--- src/design/ttml_pkg.sv ---
`timescale 1ns / 1ps

package ttml_pkg;

    localparam int TABLE_DEPTH   = 64;
    localparam int GROUP_SAMPLES = 5;

    localparam int CODE_W = 12;
    localparam int TEMP_W = 12;
    localparam int IDX_W  = 6;
    localparam int PTS_W  = 7;
    localparam int TBL_AW = $clog2(TABLE_DEPTH);
    localparam int ENTRY_W = CODE_W + TEMP_W;

    // sample group bookkeeping
    localparam int CNT_W   = $clog2(GROUP_SAMPLES);
    localparam int SUM_W   = CODE_W + $clog2(GROUP_SAMPLES);
    localparam int AVG_DIV = GROUP_SAMPLES - 2;
    localparam int TSUM_W  = $clog2(AVG_DIV * (2 ** CODE_W - 1) + 1);

    // floor(x / AVG_DIV) as (x * RECIP) >> RECIP_SH, exact for x below 2**TSUM_W
    localparam int RECIP_SH = TSUM_W + $clog2(AVG_DIV);
    localparam int RECIP    = (2 ** RECIP_SH + AVG_DIV - 1) / AVG_DIV;
    localparam int PROD_W   = TSUM_W + RECIP_SH + 1;

    // interpolation divide, two quotient bits per cycle
    localparam int MAG_W     = 2 * CODE_W;
    localparam int DIV_ITERS = MAG_W / 2;
    localparam int IT_W      = $clog2(DIV_ITERS);

    localparam int QUEUE_DEPTH = 4;
    localparam int QA_W        = $clog2(QUEUE_DEPTH);

    localparam logic KIND_POINT  = 1'b0;
    localparam logic KIND_SAMPLE = 1'b1;

    localparam logic REG_POINTS_IN_USE = 1'b0;

    typedef struct packed {
        logic                      is_lin;
        logic [IDX_W-1:0]          idx;
        logic [CODE_W-1:0]         code;
        logic signed [TEMP_W-1:0]  temp;
        logic [TSUM_W-1:0]         tsum;
    } t_job;

    typedef logic signed [TBL_AW+1:0] t_sidx;

endpackage

--- src/design/ttml_ram.sv ---
`timescale 1ns / 1ps

module ttml_ram #(
    parameter int WIDTH = 8,
    parameter int DEPTH = 16
) (
    input  logic                     i_clk,
    input  logic                     i_we,
    input  logic [$clog2(DEPTH)-1:0] i_waddr,
    input  logic [WIDTH-1:0]         i_wdata,
    input  logic [$clog2(DEPTH)-1:0] i_raddr,
    output logic [WIDTH-1:0]         o_rdata
);

    logic [WIDTH-1:0] r_mem [DEPTH];
    logic [WIDTH-1:0] r_rdata;

    always_ff @(posedge i_clk) begin
        if (i_we) begin
            r_mem[i_waddr] <= i_wdata;
        end
        r_rdata <= r_mem[i_raddr];
    end

    assign o_rdata = r_rdata;

endmodule

--- src/design/ttml_queue.sv ---
`timescale 1ns / 1ps

module ttml_queue import ttml_pkg::*; (
    input  logic i_clk,
    input  logic i_rst_n,
    input  logic i_push,
    input  t_job i_job,
    input  logic i_pop,
    output t_job o_job,
    output logic o_full,
    output logic o_empty
);

    t_job            r_mem [QUEUE_DEPTH];
    logic [QA_W-1:0] r_head, n_head;
    logic [QA_W-1:0] r_tail, n_tail;
    logic [QA_W:0]   r_count, n_count;

    always_comb begin
        n_head  = r_head;
        n_tail  = r_tail;
        n_count = r_count;
        if (i_push) begin
            n_tail = (r_tail == QA_W'(QUEUE_DEPTH - 1)) ? '0 : r_tail + 1'b1;
        end
        if (i_pop) begin
            n_head = (r_head == QA_W'(QUEUE_DEPTH - 1)) ? '0 : r_head + 1'b1;
        end
        if (i_push && !i_pop) begin
            n_count = r_count + 1'b1;
        end else if (i_pop && !i_push) begin
            n_count = r_count - 1'b1;
        end
    end

    always_ff @(posedge i_clk) begin
        if (!i_rst_n) begin
            r_head  <= '0;
            r_tail  <= '0;
            r_count <= '0;
        end else begin
            r_head  <= n_head;
            r_tail  <= n_tail;
            r_count <= n_count;
        end
    end

    always_ff @(posedge i_clk) begin
        if (i_push) begin
            r_mem[r_tail] <= i_job;
        end
    end

    assign o_job   = r_mem[r_head];
    assign o_full  = (r_count == (QA_W + 1)'(QUEUE_DEPTH));
    assign o_empty = (r_count == '0);

endmodule

--- src/design/ttml_front.sv ---
`timescale 1ns / 1ps

module ttml_front import ttml_pkg::*; (
    input  logic                     i_clk,
    input  logic                     i_rst_n,
    input  logic                     i_valid,
    output logic                     o_ready,
    input  logic                     i_kind,
    input  logic [IDX_W-1:0]         i_index,
    input  logic [CODE_W-1:0]        i_code,
    input  logic signed [TEMP_W-1:0] i_temp,
    input  logic [CODE_W-1:0]        i_sample,
    input  logic                     i_full,
    output logic                     o_push,
    output t_job                     o_job
);

    logic [CNT_W-1:0]  r_cnt, n_cnt;
    logic [SUM_W-1:0]  r_sum, n_sum;
    logic [CODE_W-1:0] r_max, n_max;
    logic [CODE_W-1:0] r_min, n_min;
    logic [SUM_W-1:0]  acc_sum;
    logic [CODE_W-1:0] acc_max;
    logic [CODE_W-1:0] acc_min;
    logic              accept;
    logic              last_of_group;

    assign accept        = i_valid && !i_full;
    assign last_of_group = (r_cnt == CNT_W'(GROUP_SAMPLES - 1));

    // sample folded into the running group
    assign acc_sum = r_sum + SUM_W'(i_sample);
    assign acc_max = (i_sample > r_max) ? i_sample : r_max;
    assign acc_min = (i_sample < r_min) ? i_sample : r_min;

    always_comb begin
        n_cnt  = r_cnt;
        n_sum  = r_sum;
        n_max  = r_max;
        n_min  = r_min;
        o_push = 1'b0;
        if (accept) begin
            if (i_kind == KIND_POINT) begin
                o_push = 1'b1;
            end else if (last_of_group) begin
                o_push = 1'b1;
                n_cnt  = '0;
                n_sum  = '0;
                n_max  = '0;
                n_min  = '1;
            end else begin
                n_cnt = r_cnt + 1'b1;
                n_sum = acc_sum;
                n_max = acc_max;
                n_min = acc_min;
            end
        end
    end

    always_comb begin
        o_job.is_lin = (i_kind == KIND_SAMPLE);
        o_job.idx    = i_index;
        o_job.code   = i_code;
        o_job.temp   = i_temp;
        o_job.tsum   = TSUM_W'(acc_sum - SUM_W'(acc_max) - SUM_W'(acc_min));
    end

    always_ff @(posedge i_clk) begin
        if (!i_rst_n) begin
            r_cnt <= '0;
            r_sum <= '0;
            r_max <= '0;
            r_min <= '1;
        end else begin
            r_cnt <= n_cnt;
            r_sum <= n_sum;
            r_max <= n_max;
            r_min <= n_min;
        end
    end

    assign o_ready = !i_full;

endmodule

--- src/design/ttml_back.sv ---
`timescale 1ns / 1ps

module ttml_back import ttml_pkg::*; (
    input  logic              i_clk,
    input  logic              i_rst_n,
    input  logic [TBL_AW-1:0] i_last,
    input  t_job              i_job,
    input  logic              i_empty,
    output logic              o_pop,
    output logic              o_busy,
    output logic              o_valid,
    input  logic              i_ready,
    output logic [TEMP_W-1:0] o_temp
);

    localparam logic [3:0] S_IDLE = 4'd0;
    localparam logic [3:0] S_AVG  = 4'd1;
    localparam logic [3:0] S_RD0  = 4'd2;
    localparam logic [3:0] S_CHK0 = 4'd3;
    localparam logic [3:0] S_CHKL = 4'd4;
    localparam logic [3:0] S_MID  = 4'd5;
    localparam logic [3:0] S_CMP  = 4'd6;
    localparam logic [3:0] S_GLO  = 4'd7;
    localparam logic [3:0] S_GHI  = 4'd8;
    localparam logic [3:0] S_MUL  = 4'd9;
    localparam logic [3:0] S_DIV  = 4'd10;
    localparam logic [3:0] S_FIN  = 4'd11;
    localparam logic [3:0] S_OUT  = 4'd12;

    logic [3:0]        r_state, n_state;
    logic [TSUM_W-1:0] r_tsum, n_tsum;
    logic [CODE_W-1:0] r_avg, n_avg;
    t_sidx             r_lo, n_lo;
    t_sidx             r_hi, n_hi;
    logic [TBL_AW-1:0] r_mid, n_mid;
    logic [CODE_W-1:0] r_clo, n_clo;
    logic [TEMP_W-1:0] r_tlo, n_tlo;
    logic [TEMP_W-1:0] r_thi, n_thi;
    logic [CODE_W-1:0] r_den, n_den;
    logic [TEMP_W-1:0] r_dtmag, n_dtmag;
    logic [CODE_W-1:0] r_dx, n_dx;
    logic              r_neg, n_neg;
    logic [CODE_W:0]   r_rem, n_rem;
    logic [MAG_W-1:0]  r_quo, n_quo;
    logic [IT_W-1:0]   r_it, n_it;
    logic [TEMP_W-1:0] r_res, n_res;
    logic              r_ovalid, n_ovalid;
    logic [TEMP_W-1:0] r_odata, n_odata;

    logic                ram_we;
    logic [TBL_AW-1:0]   ram_raddr;
    logic [ENTRY_W-1:0]  ram_rdata;
    logic [CODE_W-1:0]   rd_code;
    logic [TEMP_W-1:0]   rd_temp;
    logic [PROD_W-1:0]   avg_prod;
    t_sidx               lohi_sum;
    logic [CODE_W:0]     den_w;
    logic [TEMP_W:0]     dt_w;
    logic [CODE_W:0]     div_rem;
    logic [MAG_W-1:0]    div_quo;
    logic [TEMP_W-1:0]   q_lo;

    ttml_ram #(
        .WIDTH (ENTRY_W),
        .DEPTH (TABLE_DEPTH)
    ) u_table (
        .i_clk   (i_clk),
        .i_we    (ram_we),
        .i_waddr (TBL_AW'(i_job.idx)),
        .i_wdata ({i_job.code, i_job.temp}),
        .i_raddr (ram_raddr),
        .o_rdata (ram_rdata)
    );

    assign rd_code  = ram_rdata[ENTRY_W-1:TEMP_W];
    assign rd_temp  = ram_rdata[TEMP_W-1:0];
    assign avg_prod = PROD_W'(r_tsum) * PROD_W'(RECIP);
    assign lohi_sum = r_lo + r_hi;
    assign den_w    = {1'b0, r_clo} - {1'b0, rd_code};
    assign dt_w     = {r_tlo[TEMP_W-1], r_tlo} - {rd_temp[TEMP_W-1], rd_temp};
    assign q_lo     = r_quo[TEMP_W-1:0];

    assign o_pop  = (r_state == S_IDLE) && !i_empty;
    assign ram_we = o_pop && !i_job.is_lin && (int'(i_job.idx) < TABLE_DEPTH);

    // table read address, read data is registered in the memory
    always_comb begin
        unique case (r_state)
            S_CHK0:  ram_raddr = i_last;
            S_MID:   ram_raddr = (r_lo <= r_hi) ? lohi_sum[TBL_AW:1] : r_lo[TBL_AW-1:0];
            S_GLO:   ram_raddr = r_hi[TBL_AW-1:0];
            default: ram_raddr = '0;
        endcase
    end

    // two restoring divide steps
    always_comb begin
        div_rem = r_rem;
        div_quo = r_quo;
        for (int k = 0; k < 2; k++) begin
            div_rem = {div_rem[CODE_W-1:0], div_quo[MAG_W-1]};
            div_quo = {div_quo[MAG_W-2:0], 1'b0};
            if (div_rem >= {1'b0, r_den}) begin
                div_rem    = div_rem - {1'b0, r_den};
                div_quo[0] = 1'b1;
            end
        end
    end

    always_comb begin
        n_state  = r_state;
        n_tsum   = r_tsum;
        n_avg    = r_avg;
        n_lo     = r_lo;
        n_hi     = r_hi;
        n_mid    = r_mid;
        n_clo    = r_clo;
        n_tlo    = r_tlo;
        n_thi    = r_thi;
        n_den    = r_den;
        n_dtmag  = r_dtmag;
        n_dx     = r_dx;
        n_neg    = r_neg;
        n_rem    = r_rem;
        n_quo    = r_quo;
        n_it     = r_it;
        n_res    = r_res;
        n_ovalid = r_ovalid && !i_ready;
        n_odata  = r_odata;
        unique case (r_state)
            S_IDLE: begin
                if (o_pop && i_job.is_lin) begin
                    n_tsum  = i_job.tsum;
                    n_state = S_AVG;
                end
            end
            S_AVG: begin
                n_avg   = avg_prod[RECIP_SH +: CODE_W];
                n_state = S_RD0;
            end
            S_RD0: begin
                n_state = S_CHK0;
            end
            S_CHK0: begin
                if (r_avg <= rd_code) begin
                    n_res   = rd_temp;
                    n_state = S_OUT;
                end else begin
                    n_state = S_CHKL;
                end
            end
            S_CHKL: begin
                if (r_avg >= rd_code) begin
                    n_res   = rd_temp;
                    n_state = S_OUT;
                end else begin
                    n_lo    = '0;
                    n_hi    = $signed({2'b00, i_last});
                    n_state = S_MID;
                end
            end
            S_MID: begin
                if (r_lo <= r_hi) begin
                    n_mid   = lohi_sum[TBL_AW:1];
                    n_state = S_CMP;
                end else begin
                    n_state = S_GLO;
                end
            end
            S_CMP: begin
                if (rd_code > r_avg) begin
                    n_hi    = $signed({2'b00, r_mid}) - t_sidx'(1);
                    n_state = S_MID;
                end else if (rd_code < r_avg) begin
                    n_lo    = $signed({2'b00, r_mid}) + t_sidx'(1);
                    n_state = S_MID;
                end else begin
                    n_res   = rd_temp;
                    n_state = S_OUT;
                end
            end
            S_GLO: begin
                n_clo   = rd_code;
                n_tlo   = rd_temp;
                n_state = S_GHI;
            end
            S_GHI: begin
                n_thi = rd_temp;
                if (den_w[CODE_W] || (den_w == '0)) begin
                    n_res   = rd_temp;
                    n_state = S_OUT;
                end else begin
                    n_den   = den_w[CODE_W-1:0];
                    n_neg   = dt_w[TEMP_W];
                    n_dtmag = dt_w[TEMP_W] ? TEMP_W'(-dt_w) : dt_w[TEMP_W-1:0];
                    n_dx    = r_avg - rd_code;
                    n_state = S_MUL;
                end
            end
            S_MUL: begin
                n_quo   = MAG_W'(r_dtmag) * MAG_W'(r_dx);
                n_rem   = '0;
                n_it    = '0;
                n_state = S_DIV;
            end
            S_DIV: begin
                n_rem = div_rem;
                n_quo = div_quo;
                n_it  = r_it + 1'b1;
                if (r_it == IT_W'(DIV_ITERS - 1)) begin
                    n_state = S_FIN;
                end
            end
            S_FIN: begin
                n_res   = r_thi + (r_neg ? (~q_lo + 1'b1) : q_lo);
                n_state = S_OUT;
            end
            S_OUT: begin
                if (!r_ovalid || i_ready) begin
                    n_ovalid = 1'b1;
                    n_odata  = r_res;
                    n_state  = S_IDLE;
                end
            end
            default: begin
                n_state = S_IDLE;
            end
        endcase
    end

    always_ff @(posedge i_clk) begin
        if (!i_rst_n) begin
            r_state  <= S_IDLE;
            r_ovalid <= 1'b0;
        end else begin
            r_state  <= n_state;
            r_ovalid <= n_ovalid;
        end
    end

    always_ff @(posedge i_clk) begin
        r_tsum  <= n_tsum;
        r_avg   <= n_avg;
        r_lo    <= n_lo;
        r_hi    <= n_hi;
        r_mid   <= n_mid;
        r_clo   <= n_clo;
        r_tlo   <= n_tlo;
        r_thi   <= n_thi;
        r_den   <= n_den;
        r_dtmag <= n_dtmag;
        r_dx    <= n_dx;
        r_neg   <= n_neg;
        r_rem   <= n_rem;
        r_quo   <= n_quo;
        r_it    <= n_it;
        r_res   <= n_res;
        r_odata <= n_odata;
    end

    assign o_busy  = (r_state != S_IDLE);
    assign o_valid = r_ovalid;
    assign o_temp  = r_odata;

endmodule

--- src/design/thermistor_trimmed_mean_linearizer.sv ---
`timescale 1ns / 1ps
// lookup path: with the back end idle a group's result passes through the averaging and the check
//   against the first and the last table point, then, where needed, the search and the divide
// throughput: one input per cycle while the 4-entry queue has room; the back end takes a table
//   write as it pops it and works on one group of five samples at a time (search and divide)
// reset: synchronous, active low; clears the sample group, queue, sequencer and output
//   valid and sets points_in_use to 1; the table is undefined until written, no clear pass
module thermistor_trimmed_mean_linearizer import ttml_pkg::*; (
    input  logic        i_clk,
    input  logic        i_rst_n,
    // input request stream
    input  logic        s_axis_tvalid,
    output logic        s_axis_tready,
    // [5:0] point_index, [17:6] point_code, [29:18] point_temp, [41:30] sample, rest zero
    input  logic [47:0] s_axis_tdata,
    // [0] kind
    input  logic        s_axis_tuser,
    // result stream
    output logic        m_axis_tvalid,
    input  logic        m_axis_tready,
    // [11:0] temperature, rest zero
    output logic [15:0] m_axis_tdata,
    // register port
    input  logic        psel,
    input  logic        penable,
    input  logic        pwrite,
    input  logic [2:0]  paddr,
    input  logic [31:0] pwdata,
    output logic [31:0] prdata,
    output logic        pready
);

    logic [PTS_W-1:0]  r_points;
    logic [TBL_AW-1:0] last_idx;
    logic              reg_wr;

    t_job              push_job;
    t_job              head_job;
    logic              q_push;
    logic              q_pop;
    logic              q_full;
    logic              q_empty;
    logic              bk_busy;
    logic [TEMP_W-1:0] out_temp;

    // register port, word index taken from paddr[2]
    assign pready = 1'b1;
    assign reg_wr = psel && penable && pwrite && (paddr[2] == REG_POINTS_IN_USE);
    assign prdata = (paddr[2] == REG_POINTS_IN_USE) ? 32'(r_points) : '0;

    always_ff @(posedge i_clk) begin
        if (!i_rst_n) begin
            r_points <= PTS_W'(1);
        end else if (reg_wr) begin
            r_points <= pwdata[PTS_W-1:0];
        end
    end

    // last table slot in use: zero points acts as one, too many clamps to the table
    always_comb begin
        priority if (r_points == '0) begin
            last_idx = '0;
        end else if (int'(r_points) > TABLE_DEPTH) begin
            last_idx = TBL_AW'(TABLE_DEPTH - 1);
        end else begin
            last_idx = TBL_AW'(r_points - 1'b1);
        end
    end

    // front end: table writes pass straight to the queue, samples build up a group
    ttml_front u_front (
        .i_clk    (i_clk),
        .i_rst_n  (i_rst_n),
        .i_valid  (s_axis_tvalid),
        .o_ready  (s_axis_tready),
        .i_kind   (s_axis_tuser),
        .i_index  (s_axis_tdata[5:0]),
        .i_code   (s_axis_tdata[17:6]),
        .i_temp   (s_axis_tdata[29:18]),
        .i_sample (s_axis_tdata[41:30]),
        .i_full   (q_full),
        .o_push   (q_push),
        .o_job    (push_job)
    );

    // keeps table writes and lookups in arrival order
    ttml_queue u_queue (
        .i_clk   (i_clk),
        .i_rst_n (i_rst_n),
        .i_push  (q_push),
        .i_job   (push_job),
        .i_pop   (q_pop),
        .o_job   (head_job),
        .o_full  (q_full),
        .o_empty (q_empty)
    );

    // back end: table memory, search, interpolation and output register
    ttml_back u_back (
        .i_clk   (i_clk),
        .i_rst_n (i_rst_n),
        .i_last  (last_idx),
        .i_job   (head_job),
        .i_empty (q_empty),
        .o_pop   (q_pop),
        .o_busy  (bk_busy),
        .o_valid (m_axis_tvalid),
        .i_ready (m_axis_tready),
        .o_temp  (out_temp)
    );

    assign m_axis_tdata = {4'b0000, out_temp};

    // no push into a full queue
    a_no_overflow : assert property (@(posedge i_clk) disable iff (!i_rst_n)
        q_push |-> !q_full)
        else $error("queue push while full");

    // no pop from an empty queue
    a_no_underflow : assert property (@(posedge i_clk) disable iff (!i_rst_n)
        q_pop |-> !q_empty)
        else $error("queue pop while empty");

    // a popped lookup starts the sequencer
    a_lookup_starts : assert property (@(posedge i_clk) disable iff (!i_rst_n)
        (q_pop && head_job.is_lin) |=> bk_busy)
        else $error("lookup popped but back end idle");

    // the sequencer only takes work while idle
    a_pop_idle : assert property (@(posedge i_clk) disable iff (!i_rst_n)
        q_pop |-> !bk_busy)
        else $error("queue popped while back end busy");

endmodule

--- config.mk ---
export PLATFORM = sky130hd
export DESIGN_NAME = thermistor_trimmed_mean_linearizer
export DESIGN_NICKNAME = d
export VERILOG_FILES = /design/src/design/ttml_pkg.sv /design/src/design/ttml_ram.sv /design/src/design/ttml_queue.sv /design/src/design/ttml_front.sv /design/src/design/ttml_back.sv /design/src/design/thermistor_trimmed_mean_linearizer.sv
export SDC_FILE = /design/constraint.sdc
export NUM_CORES = 2
export LEC_CHECK = 0
export ABC_CLOCK_PERIOD_IN_PS = 6150
export BUFFER_PORTS_ARGS = -buffer_cell sky130_fd_sc_hd__clkbuf_2
export CAP_MARGIN = 20
export CORE_UTILIZATION = 50
export DETAILED_ROUTE_END_ITERATION = 6
export GPL_ROUTABILITY_DRIVEN = 0
export PLACE_DENSITY = 0.75
export SYNTH_ARGS = -nofsm -noshare
export SYNTH_HDL_FRONTEND = slang
export SYNTH_SLANG_ARGS = --single-unit
--- constraint.sdc ---
create_clock -name i_clk -period 6.15 [get_ports i_clk]
set_input_delay 0.9225 -clock i_clk [delete_from_list [all_inputs] [get_ports i_clk]]
set_output_delay 0.9225 -clock i_clk [all_outputs]
set_load 0.02 [all_outputs]
==> results.json <==
{
  "holdBufCountCts": 0,
  "synth_edf_count": 1899,
  "fillers": 13800,
  "r2r-start": "u_back.r_tsum[6]",
  "hold_path_class": "input pin to flip-flop",
  "drive_above_1_share_pct": 10.8,
  "viasPerCell": 5.97,
  "clockBufferDepth": 3,
  "row_count": 156,
  "rsz0062_at_grt": "no",
  "async_flop_share_pct": 0,
  "postSynthCellCount": 6754,
  "path_cells": "ha_1 -> ha_1 -> inv_1 -> fa_1 -> inv_1 -> fa_1 -> inv_1 -> fa_1 -> inv_1 -> fa_1 -> ha_1 -> o21ai_0 -> a22oi_1 -> nand4_1 -> o211ai_1 -> a31oi_1 -> o21a_1 -> o21ai_1 -> o21a_1 -> nor2_1 -> xnor2_1",
  "die_height_um": 430,
  "vias": 56400,
  "syn_area_um2": 91500,
  "initial_core_util_pct": 50.5,
  "insertion_delay_ns": 0.83,
  "routed_wl_um": 222000,
  "crit_arrival_ns": 6.31,
  "antenna_found_initial": 8,
  "port_buffers": 78,
  "max_slew_margin_pct": 10.6,
  "grt.total_usage_pct": 23.7,
  "fp.dieW_um": 430,
  "postLayoutCellArea_um2": 102000,
  "grt_pass1_vias": 56100,
  "avgRoutedWirePerCell_um": 23.5,
  "worst-endpoint-required_ns": 6.71,
  "final_hold_viol_count": 0,
  "drt-initial-drc-count": 6445,
  "synthTopCellsByCount": "edfxtp_1 (1899), nand2_1 (816), mux2i_1 (512)",
  "maxCapViolCount": 0,
  "worstHoldStart": "s_axis_tdata[23]",
  "startpoint_type": "flip-flop",
  "synth.area.top_cells": "edfxtp_1 (62%), mux2i_1 (5.6%), ha_1 (4.1%)",
  "placed_cell_area_um2": 95600,
  "finalClockSkew_ns": 0.0313,
  "coreArea_um2": 181000,
  "critPathMaxFanout": 4,
  "crit_path_end_kind": "flip-flop",
  "cts_tree": "yes",
  "synth.distinct_cells": 78,
  "cp-startpoint": "u_back.r_tsum[6]",
  "ir_drop_uv": 1620,
  "slew_viol_final": 0,
  "worstSetupPathType": "flip-flop to flip-flop",
  "worstMarginPinSlew_ns": 1.32,
  "setup_viol": 0,
  "grt_max_degree": 126,
  "fin_setup_tns_ns": 0,
  "numCtsBuffers": 187,
  "yosysSeqAreaShare_pct": 64.2,
  "grt_overflow": 0,
  "io_pins": 142,
  "yosysTopAreaCell": "edfxtp_1",
  "synthToLayoutAreaGrowth_pct": 11.2,
  "fin_nets": 7481,
  "hpwlAfterDp_um": 138000,
  "fin_crit_sh_pct": 93.4,
  "power_density_nw_per_um2": 449,
  "clock.fmax_mhz": 174,
  "syn_area_per_cell_um2": 13.5,
  "dr.pass1.iters": 7,
  "cts_root_buf": "clkbuf_16",
  "cts_max_level": 4,
  "drcViolationCount": 0,
  "ys.flop_type": "edfxtp_1",
  "cts.sinks": 1985,
  "clkSlewWorstSetupHoldPaths_ns": 0.06,
  "grt_pass1_wl_um": 334000,
  "synth_top_area_share_pct": 62.3,
  "synth_most_common_cell": "edfxtp_1",
  "p_leak_uw": 0.0399,
  "synth-seq-cells": 1985,
  "min_period_ns": 5.74,
  "max_stage_delay_ns": 0.57,
  "status": "finished clean",
  "yosysWarnings": 0,
  "slowest_stage": "fa_1",
  "dieArea_um2": 185000,
  "postRouteAntennaNets": 0
}
[worst max-delay path: cells and delay by family, from the launching register on]
family	cells	cell delay, ns
AOI/OAI and AO/OA	7	1.58
xor gates and xnor gates	1	0.11
DFF	1	0.50
and+or+nand+nor	2	0.18
adders and majority gates	7	2.87
buffers and inverters	4	0.26
[path summary, 6_finish.rpt]
| kind | end | slack, ns | cells after the start |
|---|---|---|---|
| worst max-delay path | u_back.r_avg[10] | 0.41 | 21 |
| worst min-delay path | u_queue.r_mem[1][19] | 0.32 | 1 |
| worst max register to register | u_back.r_avg[10] | 0.41 | 21 |
| worst min register to register | u_back.o_temp[9] | 0.42 | 0 |
[layout by cell type (no fill, tap or decap), types with 21 or more instances in the layout]
cell type,synthesis,layout
or3_1,45,43
mux2i_1,512,512
conb_1,2,30
o21ai_0,226,221
clkbuf_2,0,78
and2_1,68,64
nor4_1,53,53
a31oi_1,59,59
a2111o_1,23,23
xor2_1,44,44
nand3_1,235,232
o22ai_1,50,50
nor2b_1,33,32
and3_1,87,86
ha_1,299,299
inv_1,454,454
dfxtp_1,86,84
fa_1,177,177
o41ai_1,28,28
nand2b_1,21,21
nor2_2,0,53
clkbuf_1,182,39
xnor2_1,89,89
buf_4,53,209
o21a_1,21,21
clkinv_1,0,38
edfxtp_1,1899,1899
nor3_1,42,37
o221ai_1,24,24
clkbuf_16,0,190
a41oi_1,25,24
clkinv_2,0,37
mux4_2,46,46
nor2_1,308,239
a21boi_0,54,54
a21o_1,39,39
nand2_1,816,815
a211oi_1,52,51
a21oi_1,220,218
o21bai_1,41,41
[registers in the layout, summed over array words and instances (netlist names), 7 cells and up, named ones only]
name,cells
r_points,7
u_back.o_temp,12
u_back.r_avg,12
u_back.r_clo,12
u_back.r_den,12
u_back.r_dtmag,12
u_back.r_dx,12
u_back.r_hi,7
u_back.r_lo,7
u_back.r_quo,24
u_back.r_rem,12
u_back.r_res,12
u_back.r_thi,12
u_back.r_tlo,12
u_back.r_tsum,14
u_back.u_table.o_rdata,24
u_back.u_table.r_mem,1536
u_front.r_max,12
u_front.r_min,12
u_front.r_sum,14
u_queue.r_mem,180
[logic make-up (layout without fill, tap and decap cells)]
kind of cell,Yosys count,in the layout,synth area share (%)
xor+xnor,133,133,1.27
compound gates,1006,1006,7.28
flops,1985,1985,64.2
other cells,2,31,0.00821
buf+inv,818,1110,3.72
fa+ha+maj,479,479,7.99
simple gates,1757,1757,8.60
mux,574,574,6.93
[per-layer routing]
layer  global-route usage, %  routed length, um
met1                    32.0              88600
met2                    38.0             103000
met3                    4.15              20100
met4                    10.3               9880
met5                       0                 12
[area by class of cell]
type                       instances  area (um^2)  share of cell area, %
clock inverter                   116         1140                   1.12
timing repair buffer             307         2340                   2.30
multi-input combinational       3979        29900                   29.4
antenna                            1         2.50                0.00246
tap                             2370         2970                   2.91
sequential                      1985        58800                   57.7
inverter                         454         1700                   1.67
clock buffer                     233         4960                   4.87
[power by group]
group	switching, uW	total (uW)	internal [uW]
Sequential	316	17600	17300
Clock	4990	11500	6500
Combinational	10100	16600	6540
Total	15400	45700	30300
[through the flow]
step | hold slack, ns | worst slack (ns) | utilization (%) | instances | power (uW)
2_1_floorplan | 0.400 | 0.517 | - | 6782 | 29600
3_3_place_gp | 0.407 | 0.149 | 52.7 | 9089 | 33800
3_5_place_dp | 0.405 | 0.0676 | 52.7 | 9091 | 34200
4_1_cts | 0.275 | 0.00952 | 56.1 | 9440 | 45800
5_1_grt | 0.293 | 0.0634 | 56.1 | 9444 | 48300
6_report | 0.324 | 0.406 | 56.1 | 9445 | 45700
[timing repair]
| action | 4_1_cts | 5_1_grt |
|---|---|---|
| setup endpoints to repair | 0 | 17 |
| buffers inserted | 0 | 2 |
| resized for setup | 0 | 10 |
Note: power is estimated with default switching activity, not from simulation.
